$ cat config.mk
export PLATFORM = sky130hd
export DESIGN_NAME = earliest_free_room_scheduler
export DESIGN_NICKNAME = d
export VERILOG_FILES = /design/src/erfs_pkg.sv /design/src/erfs_room_mem.sv /design/src/erfs_sched_core.sv /design/src/earliest_free_room_scheduler.sv
export SDC_FILE = /design/constraint.sdc
export NUM_CORES = 2
export LEC_CHECK = 0
export BUFFER_PORTS_ARGS = -buffer_cell sky130_fd_sc_hd__buf_2
export CORE_MARGIN = 3
export CORE_UTILIZATION = 55
export DETAILED_ROUTE_END_ITERATION = 7
export PLACE_DENSITY = 0.84
export SETUP_SLACK_MARGIN = 0.5
export SLEW_MARGIN = 20
export SYNTH_ARGS = -nofsm -noshare
export SYNTH_HDL_FRONTEND = slang
export SYNTH_SLANG_ARGS = --single-unit
$ cat constraint.sdc
create_clock -name clock -period 9.9 [get_ports clock]
set_input_delay 1.485 -clock clock [delete_from_list [all_inputs] [get_ports clock]]
set_output_delay 1.485 -clock clock [all_outputs]
set_load 0.005 [all_outputs]
$ cat src/erfs_pkg.sv
`timescale 1ns / 1ps

package erfs_pkg;

   // Field widths fixed by the interface
   localparam int TIME_W   = 48;
   localparam int COUNT_W  = 16;
   localparam int STAMP_W  = 32;
   localparam int ROOM_W   = 4;
   localparam int CFG_W    = 5;

   // Built room capacity and register reset value
   localparam int                MAX_ROOMS_DEFAULT = 16;
   localparam logic [CFG_W-1:0]  ROOM_COUNT_RESET  = 5'd16;

   // Saturation limits
   localparam logic [TIME_W-1:0]  TIME_MAX  = {TIME_W{1'b1}};
   localparam logic [COUNT_W-1:0] COUNT_MAX = {COUNT_W{1'b1}};

   // One room entry as held in memory
   typedef struct packed {
      logic [COUNT_W-1:0] uses;
      logic [TIME_W-1:0]  free_at;
   } entry_type;

   // One scheduling result from the core to the output register
   typedef struct packed {
      logic [COUNT_W-1:0] busiest_count;
      logic [ROOM_W-1:0]  busiest_room;
      logic [TIME_W-1:0]  finish_time;
      logic [ROOM_W-1:0]  assigned_room;
   } result_type;

endpackage

$ cat src/erfs_room_mem.sv
`timescale 1ns / 1ps

module erfs_room_mem
   import erfs_pkg::*;
#(
   parameter int MAX_ROOMS = MAX_ROOMS_DEFAULT,
   localparam int IDX_W = (MAX_ROOMS > 1) ? $clog2(MAX_ROOMS) : 1
) (
   input  logic             clock,
   input  logic             reset,
   input  logic             rd_en,
   input  logic [IDX_W-1:0] rd_addr,
   output entry_type        rd_data,
   input  logic             wr_en,
   input  logic [IDX_W-1:0] wr_addr,
   input  entry_type        wr_data
);

   entry_type              mem [MAX_ROOMS];
   logic [MAX_ROOMS-1:0]   valid_ff;
   entry_type              rd_data_ff;
   logic                   rd_hit_ff;

   // Entry storage, one write and one registered read per cycle
   always_ff @(posedge clock) begin
      if (wr_en) begin
         mem[wr_addr] <= wr_data;
      end
      if (rd_en) begin
         rd_data_ff <= mem[rd_addr];
      end
   end

   // Written flags; an unwritten room reads as free at zero with no uses
   always_ff @(posedge clock) begin
      if (reset) begin
         valid_ff  <= '0;
         rd_hit_ff <= 1'b0;
      end else begin
         if (wr_en) begin
            valid_ff[wr_addr] <= 1'b1;
         end
         if (rd_en) begin
            rd_hit_ff <= valid_ff[rd_addr];
         end
      end
   end

   assign rd_data = rd_hit_ff ? rd_data_ff : '0;

endmodule

$ cat src/erfs_sched_core.sv
`timescale 1ns / 1ps

module erfs_sched_core
   import erfs_pkg::*;
#(
   parameter int MAX_ROOMS = MAX_ROOMS_DEFAULT,
   localparam int IDX_W = (MAX_ROOMS > 1) ? $clog2(MAX_ROOMS) : 1,
   localparam int CNT_W = $clog2(MAX_ROOMS + 1)
) (
   input  logic               clock,
   input  logic               reset,
   input  logic               job_valid,
   output logic               job_ready,
   input  logic [STAMP_W-1:0] start_time,
   input  logic [STAMP_W-1:0] end_time,
   input  logic [CNT_W-1:0]   room_limit,
   input  logic               out_free,
   output logic               res_valid,
   output result_type         res,
   output logic               rd_en,
   output logic [IDX_W-1:0]   rd_addr,
   input  entry_type          rd_data,
   output logic               wr_en,
   output logic [IDX_W-1:0]   wr_addr,
   output entry_type          wr_data
);

   localparam logic [1:0] ST_IDLE   = 2'd0;
   localparam logic [1:0] ST_SCAN   = 2'd1;
   localparam logic [1:0] ST_DECIDE = 2'd2;

   logic [1:0]         state_ff, state_in;
   logic [STAMP_W-1:0] start_ff, start_in;
   logic [STAMP_W-1:0] dur_ff, dur_in;
   logic [CNT_W-1:0]   limit_ff, limit_in;
   logic [CNT_W-1:0]   issue_ff, issue_in;
   logic               pend_ff, pend_in;
   logic [IDX_W-1:0]   pend_idx_ff, pend_idx_in;
   logic               found_ff, found_in;
   logic [IDX_W-1:0]   found_room_ff, found_room_in;
   logic [COUNT_W-1:0] found_uses_ff, found_uses_in;
   logic [IDX_W-1:0]   early_room_ff, early_room_in;
   logic [TIME_W-1:0]  early_free_ff, early_free_in;
   logic [COUNT_W-1:0] early_uses_ff, early_uses_in;
   logic [IDX_W-1:0]   best_room_ff, best_room_in;
   logic [COUNT_W-1:0] best_count_ff, best_count_in;

   logic               accept;
   logic               fire;
   logic [IDX_W-1:0]   chosen;
   logic [TIME_W-1:0]  base_time;
   logic [COUNT_W-1:0] uses_sel;
   logic [TIME_W:0]    finish_sum;
   logic [TIME_W-1:0]  finish;
   logic [COUNT_W-1:0] new_uses;
   logic               take_best;

   assign job_ready = (state_ff == ST_IDLE);
   assign accept    = job_valid && job_ready;
   assign fire      = (state_ff == ST_DECIDE) && out_free;

   // Decision: first free room, else the earliest-freeing one
   assign chosen     = found_ff ? found_room_ff : early_room_ff;
   assign base_time  = found_ff ? {{(TIME_W-STAMP_W){1'b0}}, start_ff} : early_free_ff;
   assign uses_sel   = found_ff ? found_uses_ff : early_uses_ff;
   assign finish_sum = {1'b0, base_time} + {{(TIME_W+1-STAMP_W){1'b0}}, dur_ff};
   assign finish     = finish_sum[TIME_W] ? TIME_MAX : finish_sum[TIME_W-1:0];
   assign new_uses   = (uses_sel == COUNT_MAX) ? uses_sel : uses_sel + 1'b1;
   assign take_best  = (new_uses > best_count_ff) ||
                       ((new_uses == best_count_ff) && (chosen < best_room_ff));

   // Write-back and result
   assign wr_en             = fire;
   assign wr_addr           = chosen;
   assign wr_data.free_at   = finish;
   assign wr_data.uses      = new_uses;
   assign res_valid         = fire;
   assign res.assigned_room = ROOM_W'(chosen);
   assign res.finish_time   = finish;
   assign res.busiest_room  = ROOM_W'(take_best ? chosen : best_room_ff);
   assign res.busiest_count = take_best ? new_uses : best_count_ff;

   // Sequencer: one read per room, compare as the data returns
   always_comb begin
      state_in      = state_ff;
      start_in      = start_ff;
      dur_in        = dur_ff;
      limit_in      = limit_ff;
      issue_in      = issue_ff;
      pend_in       = pend_ff;
      pend_idx_in   = pend_idx_ff;
      found_in      = found_ff;
      found_room_in = found_room_ff;
      found_uses_in = found_uses_ff;
      early_room_in = early_room_ff;
      early_free_in = early_free_ff;
      early_uses_in = early_uses_ff;
      best_room_in  = best_room_ff;
      best_count_in = best_count_ff;
      rd_en         = 1'b0;
      rd_addr       = '0;

      unique case (state_ff)
         ST_IDLE: begin
            if (accept) begin
               start_in    = start_time;
               dur_in      = (end_time > start_time) ? end_time - start_time : '0;
               limit_in    = room_limit;
               rd_en       = 1'b1;
               rd_addr     = '0;
               issue_in    = CNT_W'(1);
               pend_in     = 1'b1;
               pend_idx_in = '0;
               found_in    = 1'b0;
               state_in    = ST_SCAN;
            end
         end
         ST_SCAN: begin
            pend_in = 1'b0;
            if (issue_ff < limit_ff) begin
               rd_en       = 1'b1;
               rd_addr     = issue_ff[IDX_W-1:0];
               issue_in    = issue_ff + 1'b1;
               pend_in     = 1'b1;
               pend_idx_in = issue_ff[IDX_W-1:0];
            end
            if (pend_ff) begin
               if (!found_ff &&
                   (rd_data.free_at <= {{(TIME_W-STAMP_W){1'b0}}, start_ff})) begin
                  found_in      = 1'b1;
                  found_room_in = pend_idx_ff;
                  found_uses_in = rd_data.uses;
               end
               if ((pend_idx_ff == '0) || (rd_data.free_at < early_free_ff)) begin
                  early_room_in = pend_idx_ff;
                  early_free_in = rd_data.free_at;
                  early_uses_in = rd_data.uses;
               end
               if (CNT_W'(pend_idx_ff) == limit_ff - 1'b1) begin
                  state_in = ST_DECIDE;
               end
            end
         end
         ST_DECIDE: begin
            if (fire) begin
               if (take_best) begin
                  best_room_in  = chosen;
                  best_count_in = new_uses;
               end
               state_in = ST_IDLE;
            end
         end
         default: begin
            state_in = ST_IDLE;
         end
      endcase
   end

   // Control state
   always_ff @(posedge clock) begin
      if (reset) begin
         state_ff      <= ST_IDLE;
         pend_ff       <= 1'b0;
         found_ff      <= 1'b0;
         best_room_ff  <= '0;
         best_count_ff <= '0;
      end else begin
         state_ff      <= state_in;
         pend_ff       <= pend_in;
         found_ff      <= found_in;
         best_room_ff  <= best_room_in;
         best_count_ff <= best_count_in;
      end
   end

   // Job payload and scan accumulators
   always_ff @(posedge clock) begin
      start_ff      <= start_in;
      dur_ff        <= dur_in;
      limit_ff      <= limit_in;
      issue_ff      <= issue_in;
      pend_idx_ff   <= pend_idx_in;
      found_room_ff <= found_room_in;
      found_uses_ff <= found_uses_in;
      early_room_ff <= early_room_in;
      early_free_ff <= early_free_in;
      early_uses_ff <= early_uses_in;
   end

   // A room entry is written back only when the output slot can take the result
   a_write_needs_slot: assert property (@(posedge clock) disable iff (reset)
      wr_en |-> out_free && (state_ff == ST_DECIDE))
      else $error("room write-back without a free output slot");

   // Returning read data always belongs to a room inside the job's limit
   a_pend_in_range: assert property (@(posedge clock) disable iff (reset)
      pend_ff |-> (CNT_W'(pend_idx_ff) < limit_ff))
      else $error("scan read beyond the room limit");

   // No new job is taken while a scan or write-back is outstanding
   a_one_job: assert property (@(posedge clock) disable iff (reset)
      fire |=> job_ready && !pend_ff)
      else $error("sequencer not idle after write-back");

   // The busiest count never falls
   a_best_monotonic: assert property (@(posedge clock) disable iff (reset)
      !$past(reset) |-> best_count_ff >= $past(best_count_ff))
      else $error("busiest count decreased");

endmodule

$ cat src/earliest_free_room_scheduler.sv
`timescale 1ns / 1ps

// Earliest-free room scheduler. Each job transfer (start, end) is placed in
// the lowest-numbered room free by its start time, or failing that in the
// room that frees earliest, where it starts when that room frees. Room free
// times and use counts sit in one memory with a registered read; a job walks
// that memory one room a cycle. The next transfer is taken only once the job
// is through its steps: one read per room, the return of the last read, and
// the decision and write-back, which wait until the output register can take
// the result. The result waits in an output register while the next job is
// scanned. room_count may only be written while no job is in flight; zero is
// taken as one room and values above MAX_ROOMS as MAX_ROOMS.
module earliest_free_room_scheduler
   import erfs_pkg::*;
#(
   parameter int MAX_ROOMS = MAX_ROOMS_DEFAULT
) (
   input  logic              clock,
   input  logic              reset,
   // [31:0] start_time, [63:32] end_time
   input  logic              req_tvalid,
   output logic              req_tready,
   input  logic [63:0]       req_tdata,
   // [3:0] assigned_room, [51:4] finish_time, [55:52] busiest_room,
   // [71:56] busiest_count
   output logic              rsp_tvalid,
   input  logic              rsp_tready,
   output logic [71:0]       rsp_tdata,
   input  logic              csr_wen,
   input  logic [CFG_W-1:0]  csr_wdata
);

   localparam int IDX_W = (MAX_ROOMS > 1) ? $clog2(MAX_ROOMS) : 1;
   localparam int CNT_W = $clog2(MAX_ROOMS + 1);

   logic [CFG_W-1:0] room_count_ff, room_count_in;
   logic             rsp_valid_ff, rsp_valid_in;
   result_type       rsp_data_ff, rsp_data_in;

   logic [CNT_W-1:0] room_limit;
   logic             out_free;
   logic             res_valid;
   result_type       res;
   logic             rd_en;
   logic [IDX_W-1:0] rd_addr;
   entry_type        rd_data;
   logic             wr_en;
   logic [IDX_W-1:0] wr_addr;
   entry_type        wr_data;

   // Room count register and its clamp to the built capacity
   assign room_count_in = csr_wen ? csr_wdata : room_count_ff;

   always_comb begin
      if (room_count_ff == '0) begin
         room_limit = CNT_W'(1);
      end else if (32'(room_count_ff) > MAX_ROOMS) begin
         room_limit = CNT_W'(MAX_ROOMS);
      end else begin
         room_limit = CNT_W'(room_count_ff);
      end
   end

   // Output register
   assign out_free     = !rsp_valid_ff || rsp_tready;
   assign rsp_valid_in = res_valid || (rsp_valid_ff && !rsp_tready);
   assign rsp_data_in  = res_valid ? res : rsp_data_ff;

   always_ff @(posedge clock) begin
      if (reset) begin
         room_count_ff <= ROOM_COUNT_RESET;
         rsp_valid_ff  <= 1'b0;
      end else begin
         room_count_ff <= room_count_in;
         rsp_valid_ff  <= rsp_valid_in;
      end
   end

   always_ff @(posedge clock) begin
      rsp_data_ff <= rsp_data_in;
   end

   assign rsp_tvalid = rsp_valid_ff;
   assign rsp_tdata  = rsp_data_ff;

   erfs_sched_core #(
      .MAX_ROOMS (MAX_ROOMS)
   ) u_core (
      .clock      (clock),
      .reset      (reset),
      .job_valid  (req_tvalid),
      .job_ready  (req_tready),
      .start_time (req_tdata[31:0]),
      .end_time   (req_tdata[63:32]),
      .room_limit (room_limit),
      .out_free   (out_free),
      .res_valid  (res_valid),
      .res        (res),
      .rd_en      (rd_en),
      .rd_addr    (rd_addr),
      .rd_data    (rd_data),
      .wr_en      (wr_en),
      .wr_addr    (wr_addr),
      .wr_data    (wr_data)
   );

   erfs_room_mem #(
      .MAX_ROOMS (MAX_ROOMS)
   ) u_mem (
      .clock   (clock),
      .reset   (reset),
      .rd_en   (rd_en),
      .rd_addr (rd_addr),
      .rd_data (rd_data),
      .wr_en   (wr_en),
      .wr_addr (wr_addr),
      .wr_data (wr_data)
   );

endmodule
==> metrics.txt <==
DR DRC count 2; net count after synthesis 4971; main area contributors after synthesis edfxtp_1, nor2_1, ha_1; Total GRT Usage 26.88%; total power 14.65 mW; number of global-route vias before repair 39180; CP peak stage delay 740 ps; relative slew slack 20.25%; first-pass GRT wire length 230.6 mm; postcts setup bufs 0; GRT Max-Usage Layer met2; Post-Synthesis Cells 4726; Fill cells 7419; post-DP HPWL 85.59 mm; via count 40130; CP required 10540 ps; largest net degree at the start of global routing 109; ys async rst share 0%; Hold-fix buffers, CTS 0; final setup vio count 0; Layout area overhead 10.41%; #FFs+latches synth 1373; CTS sink cnt 1373; worst clock skew 33.52 ps; grt ovf 0; type of element capturing the critical path flop; HP Class flop to flop; total CTS buffers 130; Avg Cell Area, Syn 12.76 um2; Mapped Area 60280 um2; YS warnings 0; drt initial violations 5903; Total Wirelength 155.1 mm; DRT antenna net count 0; DR pass1 iterations 8; VDD IR max 0.1533 mV; met1 Track Usage GR 34.94%; routed len/inst 24.47 um; Critical Path Start Type flop; Post-synth EDFFs 1326; root buffer cell clkbuf_16; most common cell after layout, fill and taps aside edfxtp_1; Worst Tran Pin Value 1188 ps; final hold vios 0; initial antenna violation count 2; crit-path max FO 63; Most used DFF post-synth edfxtp_1; pwr dens 220.1 nW/um2; status finished with violations; most frequent cells in the layout edfxtp_1, nor2_1, nand2_1; post-CTS sizing 0; Crit Path Class flop to flop; register area share after synthesis 67.61%; chip height 337.1 um; std cell rows 120; die area 113600 um2; H-tree Lvls 4; Synth top area share 66.05%; GR Util met2 43.75%; Leak 24.28 nW; Final Critical Period 6120 ps; Clock transition at path regs 70 ps; Worst EP arrival 6760 ps; Max-Cap Viols 0; Skew-Pair Late Insertion Delay 740 ps; maximum clock rate 163.4 MHz; die width 337.1 um; crit path max-delay cell type dfxtp_4; CTS tree yes; Starting Density 55.84%; IO Port Bufs 147; gpl congestion 0.9339; met3 GRT Util 4.955%; area leader, netlist edfxtp_1; Core ar. 108000 um2; CP Cell Sequence buf_4 > nand3_1 > a221oi_1 > nand4_1 > or2_1 > xnor2_1 > nand2_1 > ha_1 > nand4_1 > nor4_1 > o211ai_1 > o21ai_2 > buf_4 > nand2b_1 > nand2_1 > a21oi_1; failing checks design-rule violations; final core utilization 61.66%; Distinct cells, synth 87; drt via density 6.333; unrepaired setup endpoints after global routing false; final setup TNS 0 ps; layout cell share with drive strength beyond 1 12.53%; fin nets 5075; Ports 148; Final Cycle Share 61.81%; Final Max Tran Viols 0; Longest Clk Path Bufs 3
## routing by layer
metal | vias up | share of wire [%]
met5 | - | 0
met4 | 0 | 4.7
met3 | 514 | 11
met2 | 2736 | 47
met1 | 19390 | 37
li1 | 17500 | -
## final timing paths
kind / from / to / slack [ps] / cells past startpoint
worst max-delay path: u_core.found_ff / u_core.best_count_ff[6] / 3780 / 16
worst min-delay path: u_mem.valid_ff[10] / u_mem.valid_ff[10] / 470 / 2
worst max register to register: u_core.found_ff / u_core.best_count_ff[6] / 3780 / 16
worst min register to register: u_mem.valid_ff[10] / u_mem.valid_ff[10] / 470 / 2
## critical path, delay by kind of cell (launching register included)
| family | cells | cell delay, ps |
|---|---|---|
| flip-flops | 1 | 740 |
| XOR/XNOR | 1 | 190 |
| adder cells (fa/ha/maj) | 1 | 480 |
| AO/OA/AOI/OAI | 4 | 900 |
| AND/OR/NAND/NOR | 8 | 2660 |
| buffers and inverters | 2 | 1020 |
## flip-flops by register name (all words and copies together) (netlist names), 5 cells and up
| register | flops |
|---|---|
| u_mem.mem | 1024 |
| u_core.early_free_ff | 48 |
| room_count_ff | 5 |
| u_mem.valid_ff | 16 |
| u_core.issue_ff | 5 |
| u_core.dur_ff | 32 |
| rsp_tdata | 72 |
| u_core.best_count_ff | 16 |
| u_core.start_ff | 32 |
| u_mem.rd_data_ff | 64 |
| u_core.found_uses_ff | 16 |
| u_core.limit_ff | 5 |
| u_core.early_uses_ff | 16 |
## cell usage after synthesis, types with 18 or more instances
master / count
xnor2_1: 51
clkbuf_1: 153
a21o_1: 46
xor2_1: 32
o21ai_0: 288
nor2_1: 810
mux2i_1: 154
a211oi_1: 29
nand3_1: 156
buf_1: 18
nand4_1: 36
o221ai_1: 66
mux2_2: 151
a21oi_1: 101
and2_1: 79
inv_1: 164
dfxtp_1: 47
ha_1: 169
buf_2: 61
nand2_1: 430
edfxtp_1: 1326
a31oi_1: 139
nor3_1: 21
## cell families after synthesis
| logic type | Yosys count | share of synthesized area, % |
|---|---|---|
| compound gates | 763 | 7.970 |
| xor+xnor | 83 | 1.206 |
| fa+ha+maj | 172 | 3.591 |
| buf+inv | 408 | 2.742 |
| flops | 1373 | 67.61 |
| mux | 307 | 5.452 |
| simple gates | 1620 | 11.43 |
## area by class of cell
type                       count  area [um2]  share of cell area [%]
sequential                  1373       40760                   61.24
multi-input combinational   2945       18100                   27.19
clock buffer                 165        3468                   5.211
tap                         1403        1755                   2.637
timing repair buffer         216        1314                   1.974
inverter                     164       615.6                  0.9249
clock inverter                70       544.3                  0.8177
antenna                        1       2.502                0.003760
## where the power goes
| part | internal (mW) | switching [mW] | total [mW] |
|---|---|---|---|
| Combinational | 0.803 | 1.98 | 2.79 |
| Clock | 2.63 | 2.13 | 4.75 |
| Sequential | 6.99 | 0.118 | 7.11 |
| Total | 10.4 | 4.23 | 14.6 |
## stage by stage
step                std cells  setup WS, ps  instance area (um2)  hold WS, ps
finish                   6337          3781                66560        468.7
global route             6336          3353                66560        491.6
CTS                      6334          3957                66480        466.8
detailed placement       6099          4039                62470        452.3
global placement         6098          4207                62430        445.0
floorplan                4726          1212                60280        431.8
Power figures use the tool's default switching activity.
